==> src/design/dtwc_pkg.sv <==
package dtwc_pkg;

  localparam int unsigned LINES_DEF     = 32;
  localparam int unsigned ADDR_BITS_DEF = 32;
  localparam int unsigned ADDR_W        = 32;
  localparam int unsigned CNT_W         = 32;
  localparam int unsigned OUT_TDATA_W   = 72;

  typedef struct packed {
    logic clear;
    logic accept;
    logic update;
  } ctrl_cmd_t;

  typedef struct packed {
    logic clr_last;
    logic out_block;
  } ctrl_stat_t;

endpackage

==> src/design/dtwc_ram.sv <==
module dtwc_ram #(
  parameter int unsigned WIDTH = 8,
  parameter int unsigned DEPTH = 16,
  localparam int unsigned AW = (DEPTH > 1) ? $clog2(DEPTH) : 1
) (
  input  logic             clk_i,
  input  logic             we_i,
  input  logic [AW-1:0]    waddr_i,
  input  logic [WIDTH-1:0] wdata_i,
  input  logic             re_i,
  input  logic [AW-1:0]    raddr_i,
  output logic [WIDTH-1:0] rdata_o
);

  logic [WIDTH-1:0] mem_q [DEPTH];
  logic [WIDTH-1:0] rdata_q;

  always_ff @(posedge clk_i) begin
    if (we_i) begin
      mem_q[waddr_i] <= wdata_i;
    end
    if (re_i) begin
      rdata_q <= mem_q[raddr_i];
    end
  end

  assign rdata_o = rdata_q;

endmodule

==> src/design/dtwc_dp.sv <==
module dtwc_dp #(
  parameter int unsigned LINES     = dtwc_pkg::LINES_DEF,
  parameter int unsigned ADDR_BITS = dtwc_pkg::ADDR_BITS_DEF
) (
  input  logic                             clk_i,
  input  logic                             rst_ni,
  input  dtwc_pkg::ctrl_cmd_t              cmd_i,
  output dtwc_pkg::ctrl_stat_t             stat_o,
  input  logic [dtwc_pkg::ADDR_W-1:0]      in_addr_i,
  output logic                             out_valid_o,
  input  logic                             out_ready_i,
  output logic                             out_direct_hit_o,
  output logic                             out_two_way_hit_o,
  output logic [dtwc_pkg::CNT_W-1:0]       out_total_hits_o,
  output logic [dtwc_pkg::CNT_W-1:0]       out_total_accesses_o
);

  localparam int unsigned LB    = $clog2(LINES);
  localparam int unsigned SB    = LB - 1;
  localparam int unsigned SETS  = LINES / 2;
  localparam int unsigned TAG_W = (ADDR_BITS > LB) ? ADDR_BITS - LB : 1;
  localparam int unsigned ENT_W = TAG_W + 1;
  localparam int unsigned ROW_W = 2 * ENT_W + 1;
  localparam int unsigned CW    = dtwc_pkg::CNT_W;
  localparam logic [63:0] AM64  = (64'd1 << ADDR_BITS) - 64'd1;
  localparam logic [dtwc_pkg::ADDR_W-1:0] AMASK = AM64[dtwc_pkg::ADDR_W-1:0];

  logic [dtwc_pkg::ADDR_W-1:0] in_m;
  logic [dtwc_pkg::ADDR_W-1:0] addr_q;
  logic [LB-1:0]               clr_q;
  logic [TAG_W-1:0]            tag;
  logic [LB-1:0]               line;
  logic [SB-1:0]               set_idx;

  logic [ENT_W-1:0] d_rdata, d_wdata;
  logic [ROW_W-1:0] s_rdata, s_wdata;
  logic [LB-1:0]    d_waddr;
  logic [SB-1:0]    s_waddr;
  logic             ram_we;

  logic             dhit, hit0, hit1, ahit, lru, fill_way;
  logic [ENT_W-1:0] way0_n, way1_n;
  logic [1:0]       nhits;
  logic [CW:0]      hsum, asum;

  logic          out_valid_q;
  logic          dhit_q, ahit_q;
  logic [CW-1:0] hits_q, acc_q;

  assign in_m    = in_addr_i & AMASK;
  assign tag     = TAG_W'((addr_q & AMASK) >> LB);
  assign line    = addr_q[LB-1:0];
  assign set_idx = addr_q[LB-1:1];

  always_ff @(posedge clk_i) begin
    if (cmd_i.accept) begin
      addr_q <= in_m;
    end
  end

  always_ff @(posedge clk_i or negedge rst_ni) begin
    if (!rst_ni) begin
      clr_q <= '0;
    end else if (cmd_i.clear) begin
      clr_q <= clr_q + 1'b1;
    end
  end

  assign dhit = d_rdata[TAG_W] && (d_rdata[TAG_W-1:0] == tag);
  assign hit0 = s_rdata[TAG_W] && (s_rdata[TAG_W-1:0] == tag);
  assign hit1 = s_rdata[ENT_W+TAG_W] && (s_rdata[ENT_W+TAG_W-1:ENT_W] == tag);
  assign ahit = hit0 || hit1;
  assign lru  = s_rdata[ROW_W-1];

  always_comb begin
    way0_n   = s_rdata[ENT_W-1:0];
    way1_n   = s_rdata[2*ENT_W-1:ENT_W];
    fill_way = lru;
    if (hit0) begin
      fill_way = 1'b1;
    end else if (hit1) begin
      fill_way = 1'b0;
    end else begin
      fill_way = ~lru;
      if (lru) begin
        way1_n = {1'b1, tag};
      end else begin
        way0_n = {1'b1, tag};
      end
    end
  end

  assign ram_we  = cmd_i.clear || cmd_i.update;
  assign d_waddr = cmd_i.clear ? clr_q : line;
  assign s_waddr = cmd_i.clear ? clr_q[SB-1:0] : set_idx;
  assign d_wdata = cmd_i.clear ? '0 : {1'b1, tag};
  assign s_wdata = cmd_i.clear ? '0 : {fill_way, way1_n, way0_n};

  dtwc_ram #(.WIDTH(ENT_W), .DEPTH(LINES)) u_direct_ram (
    .clk_i   (clk_i),
    .we_i    (ram_we),
    .waddr_i (d_waddr),
    .wdata_i (d_wdata),
    .re_i    (cmd_i.accept),
    .raddr_i (in_m[LB-1:0]),
    .rdata_o (d_rdata)
  );

  dtwc_ram #(.WIDTH(ROW_W), .DEPTH(SETS)) u_set_ram (
    .clk_i   (clk_i),
    .we_i    (ram_we),
    .waddr_i (s_waddr),
    .wdata_i (s_wdata),
    .re_i    (cmd_i.accept),
    .raddr_i (in_m[LB-1:1]),
    .rdata_o (s_rdata)
  );

  assign nhits = {1'b0, dhit} + {1'b0, ahit};
  assign hsum  = {1'b0, hits_q} + (CW+1)'(nhits);
  assign asum  = {1'b0, acc_q} + (CW+1)'(1);

  always_ff @(posedge clk_i or negedge rst_ni) begin
    if (!rst_ni) begin
      out_valid_q <= 1'b0;
      hits_q      <= '0;
      acc_q       <= '0;
    end else begin
      if (cmd_i.update) begin
        out_valid_q <= 1'b1;
        hits_q      <= hsum[CW] ? '1 : hsum[CW-1:0];
        acc_q       <= asum[CW] ? '1 : asum[CW-1:0];
      end else if (out_ready_i) begin
        out_valid_q <= 1'b0;
      end
    end
  end

  always_ff @(posedge clk_i) begin
    if (cmd_i.update) begin
      dhit_q <= dhit;
      ahit_q <= ahit;
    end
  end

  assign stat_o.clr_last  = &clr_q;
  assign stat_o.out_block = out_valid_q && !out_ready_i;

  assign out_valid_o          = out_valid_q;
  assign out_direct_hit_o     = dhit_q;
  assign out_two_way_hit_o    = ahit_q;
  assign out_total_hits_o     = hits_q;
  assign out_total_accesses_o = acc_q;

  a_hits_bounded: assert property (@(posedge clk_i) disable iff (!rst_ni)
    {1'b0, hits_q} <= {acc_q, 1'b0})
    else $error("hit count exceeds two per transaction");

  a_no_overwrite: assert property (@(posedge clk_i) disable iff (!rst_ni)
    cmd_i.update |-> !(out_valid_q && !out_ready_i))
    else $error("result overwritten before it was taken");

endmodule

==> config.mk <==
export PLATFORM = sky130hd
export DESIGN_NAME = dtwc_dp
export DESIGN_NICKNAME = d
export VERILOG_FILES = /design/src/design/dtwc_pkg.sv /design/src/design/dtwc_ram.sv /design/src/design/dtwc_dp.sv
export SDC_FILE = /design/constraint.sdc
export NUM_CORES = 2
export LEC_CHECK = 0
export CAP_MARGIN = 25
export CORE_AREA = 2 2 445 447
export CTS_CLUSTER_SIZE = 30
export DETAILED_ROUTE_END_ITERATION = 12
export DIE_AREA = 0 0 447 449
export DONT_BUFFER_PORTS = 1
export REMOVE_ABC_BUFFERS = 1
export SLEW_MARGIN = 40
export SYNTH_ARGS = -nofsm -noshare
export SYNTH_HDL_FRONTEND = slang
export SYNTH_HIERARCHICAL = 1
export SYNTH_SLANG_ARGS = --single-unit
==> constraint.sdc <==
create_clock -name clk_i -period 6.9 [get_ports clk_i]
set_clock_uncertainty 0.05 [all_clocks]
set_input_delay 0 -clock clk_i [delete_from_list [all_inputs] [get_ports clk_i]]
set_output_delay 0 -clock clk_i [all_outputs]
set_load 0.02 [all_outputs]
=== Word-level counts from Yosys, hierarchy flattened ===
Memories as Yosys holds them, arrays and structs flattened. A register that Yosys moved wholly into a read port is not among the register bits.
Cells that the tools add are included.

* $add $sub $neg: 4
* Equal/unequal tests: 3
* Muxes and demuxes: 18
* Bitwise operators: 1
* Reduce and logical (&&, ||, !) cells: 9

{| class="wikitable"
|+ Operators by type and width
! cell !! number
|-
| 28-bit 2-to-1 mux || 7
|-
| 27-bit == test || 3
|-
| 32-bit 2-to-1 mux || 2
|-
| 57-bit 2-to-1 mux || 1
|-
| 32-bit by 1-bit adder with 33-bit output, second input constant || 1
|-
| 32-bit by 2-bit adder with 33-bit output || 1
|-
| 1-bit 2-to-1 mux || 6
|-
| 5-bit by 1-bit adder with 5-bit output, second input constant || 1
|-
| 5-bit 2-to-1 mux || 1
|-
| 5-bit AND reduction || 1
|-
| 1-bit logical AND || 4
|-
| 4-bit 2-to-1 mux || 1
|-
| 1-bit by 1-bit adder with 2-bit output || 1
|-
| 1-bit logical OR || 2
|-
| 2-bit nonzero test || 1
|-
| 1-bit zero test || 1
|-
| 1-bit NOT || 1
|}

* Register bits after elaboration: 104
* Memory bits (writable): 1808
* Bits of input ports: 38
* Output and inout bits: 69
* Word-level logic and storage cells: 44
* Memories kept: 2

{| class="wikitable"
|+ Memory list
! memory !! words !! bits a word !! rd ports !! clocked after memory_dff !! write ports !! RTL line !! source
|-
| u_set_ram.mem_q || 16 || 57 || 1 || 1 || 1 || dtwc_ram.sv:15 || <nowiki>logic [WIDTH-1:0] mem_q [DEPTH];</nowiki>
|-
| u_direct_ram.mem_q || 32 || 28 || 1 || 1 || 1 || dtwc_ram.sv:15 ||
|}

=== Longest topological paths before layout ===
* Depth in word-level cells: 6
* Depth in mapped cells: 14
* Gate-level depth less buffers: 14

=== By module ===
Netlist, hierarchy kept.

{| class="wikitable"
|+ By module, submodules not included
! module !! instances !! cells an instance !! area each (um^2) !! sequential area each (um^2)
|-
| dtwc_ram (u_set_ram) || 1 || 1470 || 35824.4 || 29097.9
|-
| dtwc_ram (u_direct_ram) || 1 || 1984 || 35731.8 || 27746.6
|-
| dtwc_dp || 1 || 697 || 6521.3 || 2772.7
|}

=== Worst setup path before layout ===
OpenSTA, ideal clock, no wires.

* Path type: input-to-reg
* From: in cmd_i[2] (netlist name)
* To: mem u_set_ram/mem_q[0][0] (netlist name) (enable)
* Setup time: 0.542 ns
* Arrival time: 5.577 ns
* Data required time: 6.308 ns
* Path slack: 0.731 ns
* Stages: 8
* Buffers on the path: 3
* Cells stage by stage: clkbuf_1 > inv_2 > clkbuf_1 > buf_1 > nand2_1 > nand2_1 > or3b_2 > nor3_1

* Elaborated cells between the ends (all ways): 4
* Classes of those cells: mux: 3; reduce/logical: 1

{| class="wikitable"
|+ RTL lines
! what !! RTL line !! source
|-
| start: declaration || dtwc_dp.sv:7 || <nowiki>input dtwc_pkg::ctrl_cmd_t cmd_i,</nowiki>
|-
| 4-bit 2-to-1 mux || dtwc_dp.sv:95 || <nowiki>assign s_waddr = cmd_i.clear ? clr_q[SB-1:0] : set_idx;</nowiki>
|-
| named net s_waddr[2] || dtwc_dp.sv:38 || <nowiki>logic [SB-1:0] s_waddr;</nowiki>
|-
| end: declaration || dtwc_ram.sv:15 ||
|}

The timed path passes the listed nets, and every way through them passes these cells.

=== Worst setup path after layout ===
* From: reg addr_q[22] (netlist name)
* To: reg hits_q[2] (netlist: out_total_hits_o[2])

* Cells in the longest elaborated chain, start to end: 6
* Elaborated cells between the ends (all ways): 10
* Classes of those cells: add/sub: 2; eq/ne: 3; mux: 1; reduce/logical: 4

{| class="wikitable"
|+ RTL lines
! what !! RTL line !! source
|-
| start: declaration || dtwc_dp.sv:29 || <nowiki>logic [dtwc_pkg::ADDR_W-1:0] addr_q;</nowiki>
|-
| start signal: assignment || dtwc_dp.sv:57 || <nowiki>addr_q <= in_m;</nowiki>
|-
| 27-bit == test, on equally long branches || dtwc_dp.sv:70, dtwc_dp.sv:71 ||
|-
| 1-bit logical AND, on equally long branches || dtwc_dp.sv:70, dtwc_dp.sv:71 ||
|-
| 1-bit logical OR || dtwc_dp.sv:72 || <nowiki>assign ahit = hit0 || hit1;</nowiki>
|-
| 1-bit by 1-bit adder with 2-bit output (*) || dtwc_dp.sv:119 || <nowiki>assign nhits = {1'b0, dhit} + {1'b0, ahit};</nowiki>
|-
| 32-bit by 2-bit adder with 33-bit output (*) || dtwc_dp.sv:120 || <nowiki>assign hsum = {1'b0, hits_q} + (CW+1)'(nhits);</nowiki>
|-
| 32-bit 2-to-1 mux (*) || dtwc_dp.sv:131 || <nowiki>hits_q <= hsum[CW] ? '1 : hsum[CW-1:0];</nowiki>
|-
| end signal: assignment || dtwc_dp.sv:131 ||
|-
| end: declaration || dtwc_dp.sv:48 || <nowiki>logic [CW-1:0] hits_q, acc_q;</nowiki>
|}

Every way passes the cells marked *; elsewhere a longest branch is shown, timed or not.
A chain may end at the register's enable or synchronous reset.

==> impl_metrics.env <==
export IMPL_grt_util_all_layers_pct=19.6
export IMPL_route_detailed_drc=0
export IMPL_power_mw=27.5
export IMPL_yosysSeqAreaShare_pct=76.4
export IMPL_slew_headroom_pct=18.0
export IMPL_cp_startpoint="addr_q[22]$_DFFE_PP_"
export IMPL_fin_crit_sh_pct=60.4
export IMPL_grt_pass1_vias=39400
export IMPL_htree_levels=4
export IMPL_setup_violations=0
export IMPL_rsz0062_at_grt="no"
export IMPL_avgSynthCellArea_um2=18.8
export IMPL_floorplan_initialDensity_pct=39.8
export IMPL_first_pass_iters=5
export IMPL_cts_num_sinks=1997
export IMPL_status="finished clean"
export IMPL_synth_top_cell_by_area="edfxtp_1"
export IMPL_cts_inserted_buffers=201
export IMPL_worst_slew_pin_slew_ns=1.23
export IMPL_crit_type="reg2reg"
export IMPL_fmax_mhz=240
export IMPL_port_buffers=0
export IMPL_p_leak_nw=30.4
export IMPL_syn_area_um2=78100
export IMPL_final_cell_mix="edfxtp_1 (1927), mux2i_1 (450), nand2_1 (320)"
export IMPL_cts_setup_buffers=0
export IMPL_reg2reg_from="addr_q[22]$_DFFE_PP_"
export IMPL_area_growth_pct=14.7
export IMPL_setup_worst_path_end_class="flip-flop"
export IMPL_hp_class="in2reg"
export IMPL_ys_flop_type="edfxtp_1"
export IMPL_synth_async_reset_ratio_pct=3.51
export IMPL_start_kind="flip-flop"
export IMPL_yosys_top_cells_area="edfxtp_1 (74%), mux4_2 (6.6%), mux2i_1 (6.5%), dfrtp_1 (2.2%), a22oi_1 (1.9%)"
export IMPL_clock_latency_ns=0.82
export IMPL_rr_endpoint="out_total_hits_o[2]$_DFFE_PN0P_"
export IMPL_dpl_hpwl_um=106000
export IMPL_critPathArrivalTime_ns=4.85
export IMPL_tns_ns=0
export IMPL_ios=107
export IMPL_min_delay_start="in_addr_i[3]"
export IMPL_grt_max_degree=283
export IMPL_routed_wl_um=199000
export IMPL_synth_top_area_share_pct=74.1
export IMPL_hold_viol_final=0
export IMPL_r2r_setup_slack_ns=2.73
export IMPL_dp_slack_ns=2.43
export IMPL_period_needed_ns=4.17
export IMPL_grt_pass1_wl_um=286000
export IMPL_antenna_found_initial=9
export IMPL_cp_required_ns=7.58
export IMPL_drv_cap=0
export IMPL_layout_commonest_cell="edfxtp_1"
export IMPL_ant_nets=0
export IMPL_final_util_pct=45.7
export IMPL_synth_cell_types=53
export IMPL_slew_viol_final=0
export IMPL_std_cell_rows=163
export IMPL_root_buffer="clkbuf_16"
export IMPL_crit_path_end="out_total_hits_o[2]$_DFFE_PN0P_"
export IMPL_dr_total_vias=40100
export IMPL_die_w_um=447
export IMPL_routedWlPerCell_um=27.8
export IMPL_fin_ws_ns=2.73
export IMPL_fin_nets=4394
export IMPL_ir_drop_mv=0.294
export IMPL_tritoncts="done"
export IMPL_gr_total_overflow=0
export IMPL_yosysWarnings=6
export IMPL_post_drt_via_cell_ratio=5.60
export IMPL_dieArea_um2=201000
export IMPL_cts_buffer_depth=3
export IMPL_synthesis_instances=4151
export IMPL_drtIter0Drc=4160
export IMPL_drive_gt1_share_pct=17.2
export IMPL_synth_edf_count=1927
export IMPL_gp_congestion=0.810
export IMPL_p_per_area_nw_per_um2=307
export IMPL_core_area_um2=196000
export IMPL_r2r_cells=13
export IMPL_fp_dieH_um=449
export IMPL_crit_fanout=27
export IMPL_cts_clk_slew_worst_paths_ns=0.06
export IMPL_synth_seq_cells=1997
export IMPL_cts_resized=0
## flip-flops by register name (all words and copies together) (netlist names)
name,cells
u_set_ram/mem_q,912
u_direct_ram/mem_q,896
u_set_ram/rdata_o,57
addr_q,32
out_total_accesses_o,32
out_total_hits_o,32
u_direct_ram/rdata_o,28
clr_q,5
out_direct_hit_o,1
out_two_way_hit_o,1
out_valid_o,1
## cell families (layout without fill, tap and decap cells)
family	after synthesis	count (layout)	synth area share, %
buffers and inverters	249	621	1.72
XOR/XNOR	132	132	1.48
AO/OA/AOI/OAI	382	382	3.42
AND/OR/NAND/NOR	646	646	3.79
multiplexers	740	740	13.2
adder cells (fa/ha/maj)	5	5	0.0897
other	0	1	0
flip-flops	1997	1997	76.4
## worst min-delay path by stage
stage / end / slack (ns) / depth (start not counted)
floorplan: clr_q[0]$_DFFE_PN0P_ / -0.35 / 0
global placement: out_total_accesses_o[29]$_DFFE_PN0P_ / -0.34 / 0
detailed placement: out_total_accesses_o[27]$_DFFE_PN0P_ / -0.34 / 0
CTS: u_direct_ram/rdata_o[7]$_DFFE_PP_ / 0.004 / 4
global route: addr_q[3]$_DFFE_PP_ / 0.05 / 1
finish: addr_q[3]$_DFFE_PP_ / 0.07 / 1
## area by class of cell
cell class                 instances  area, um2
fill                           16600     107000
sequential                      1997      59600
multi-input combinational       1905      17900
clock buffer                     251       5260
tap                             2640       3300
timing repair buffer             207       2270
clock inverter                   124       1080
inverter                          39        149
antenna                            1       2.50
## worst max-delay path: stages, from the launching register on
cell and delay, ns:
edfxtp_1 0.47, xnor2_1 0.30, nand4_1 0.16, nor4_1 0.34, nand4_1 0.24, and2_2 0.33, fa_1 0.37, inv_1 0.08
ha_1 0.18, and3_1 0.26, nand4_1 0.28, nor3_2 0.40, nand2_2 0.42, o21ai_0 0.18
## metrics by stage
stage                     hold slack (ns)  instances  area (um2)
after floorplan                    -0.346       3941       76900
after global placement             -0.344       6656       81200
after detailed placement           -0.344       6670       81700
after CTS                         0.00413       7155       89300
after global routing               0.0472       7164       89600
final                              0.0737       7164       89600
## where the power goes
part           internal (mW)  total, mW  switching (mW)
combinational          0.762       2.46            1.69
clock                   5.97       10.5            4.57
sequential              14.2       14.5           0.245
## synthesized netlist by cell type, drive strengths merged (4+ instances only)
cell type / instances
edfxtp: 1927
mux2i: 504
nand2: 322
mux4: 228
a22oi: 198
buf: 123
nand3: 115
a21oi: 88
clkbuf: 87
dfrtp: 70
xor2: 68
nor2: 67
xnor2: 64
a22o: 56
inv: 39
nor3: 38
a31oi: 31
nand4: 30
and3: 21
nor4: 14
mux2: 8
nand3b: 7
nand2b: 6
o21ai: 5
and2: 4
and4: 4
ha: 4
nor2b: 4
or3b: 4
## what timing repair did
action	4_1_cts	5_1_grt
hold buffers	110	2
endpoints found under the setup margin	0	0
endpoints found under the hold margin	558	36
## per-layer routing
metal	up-vias	share of wire, %	GRT usage [%]
met5	-	0.047	0
met4	14	2.1	4.97
met3	271	6.7	3.41
met2	1392	49	32.0
met1	21400	42	27.2
li1	17000	-	-
Power figures use the tool's default switching activity.
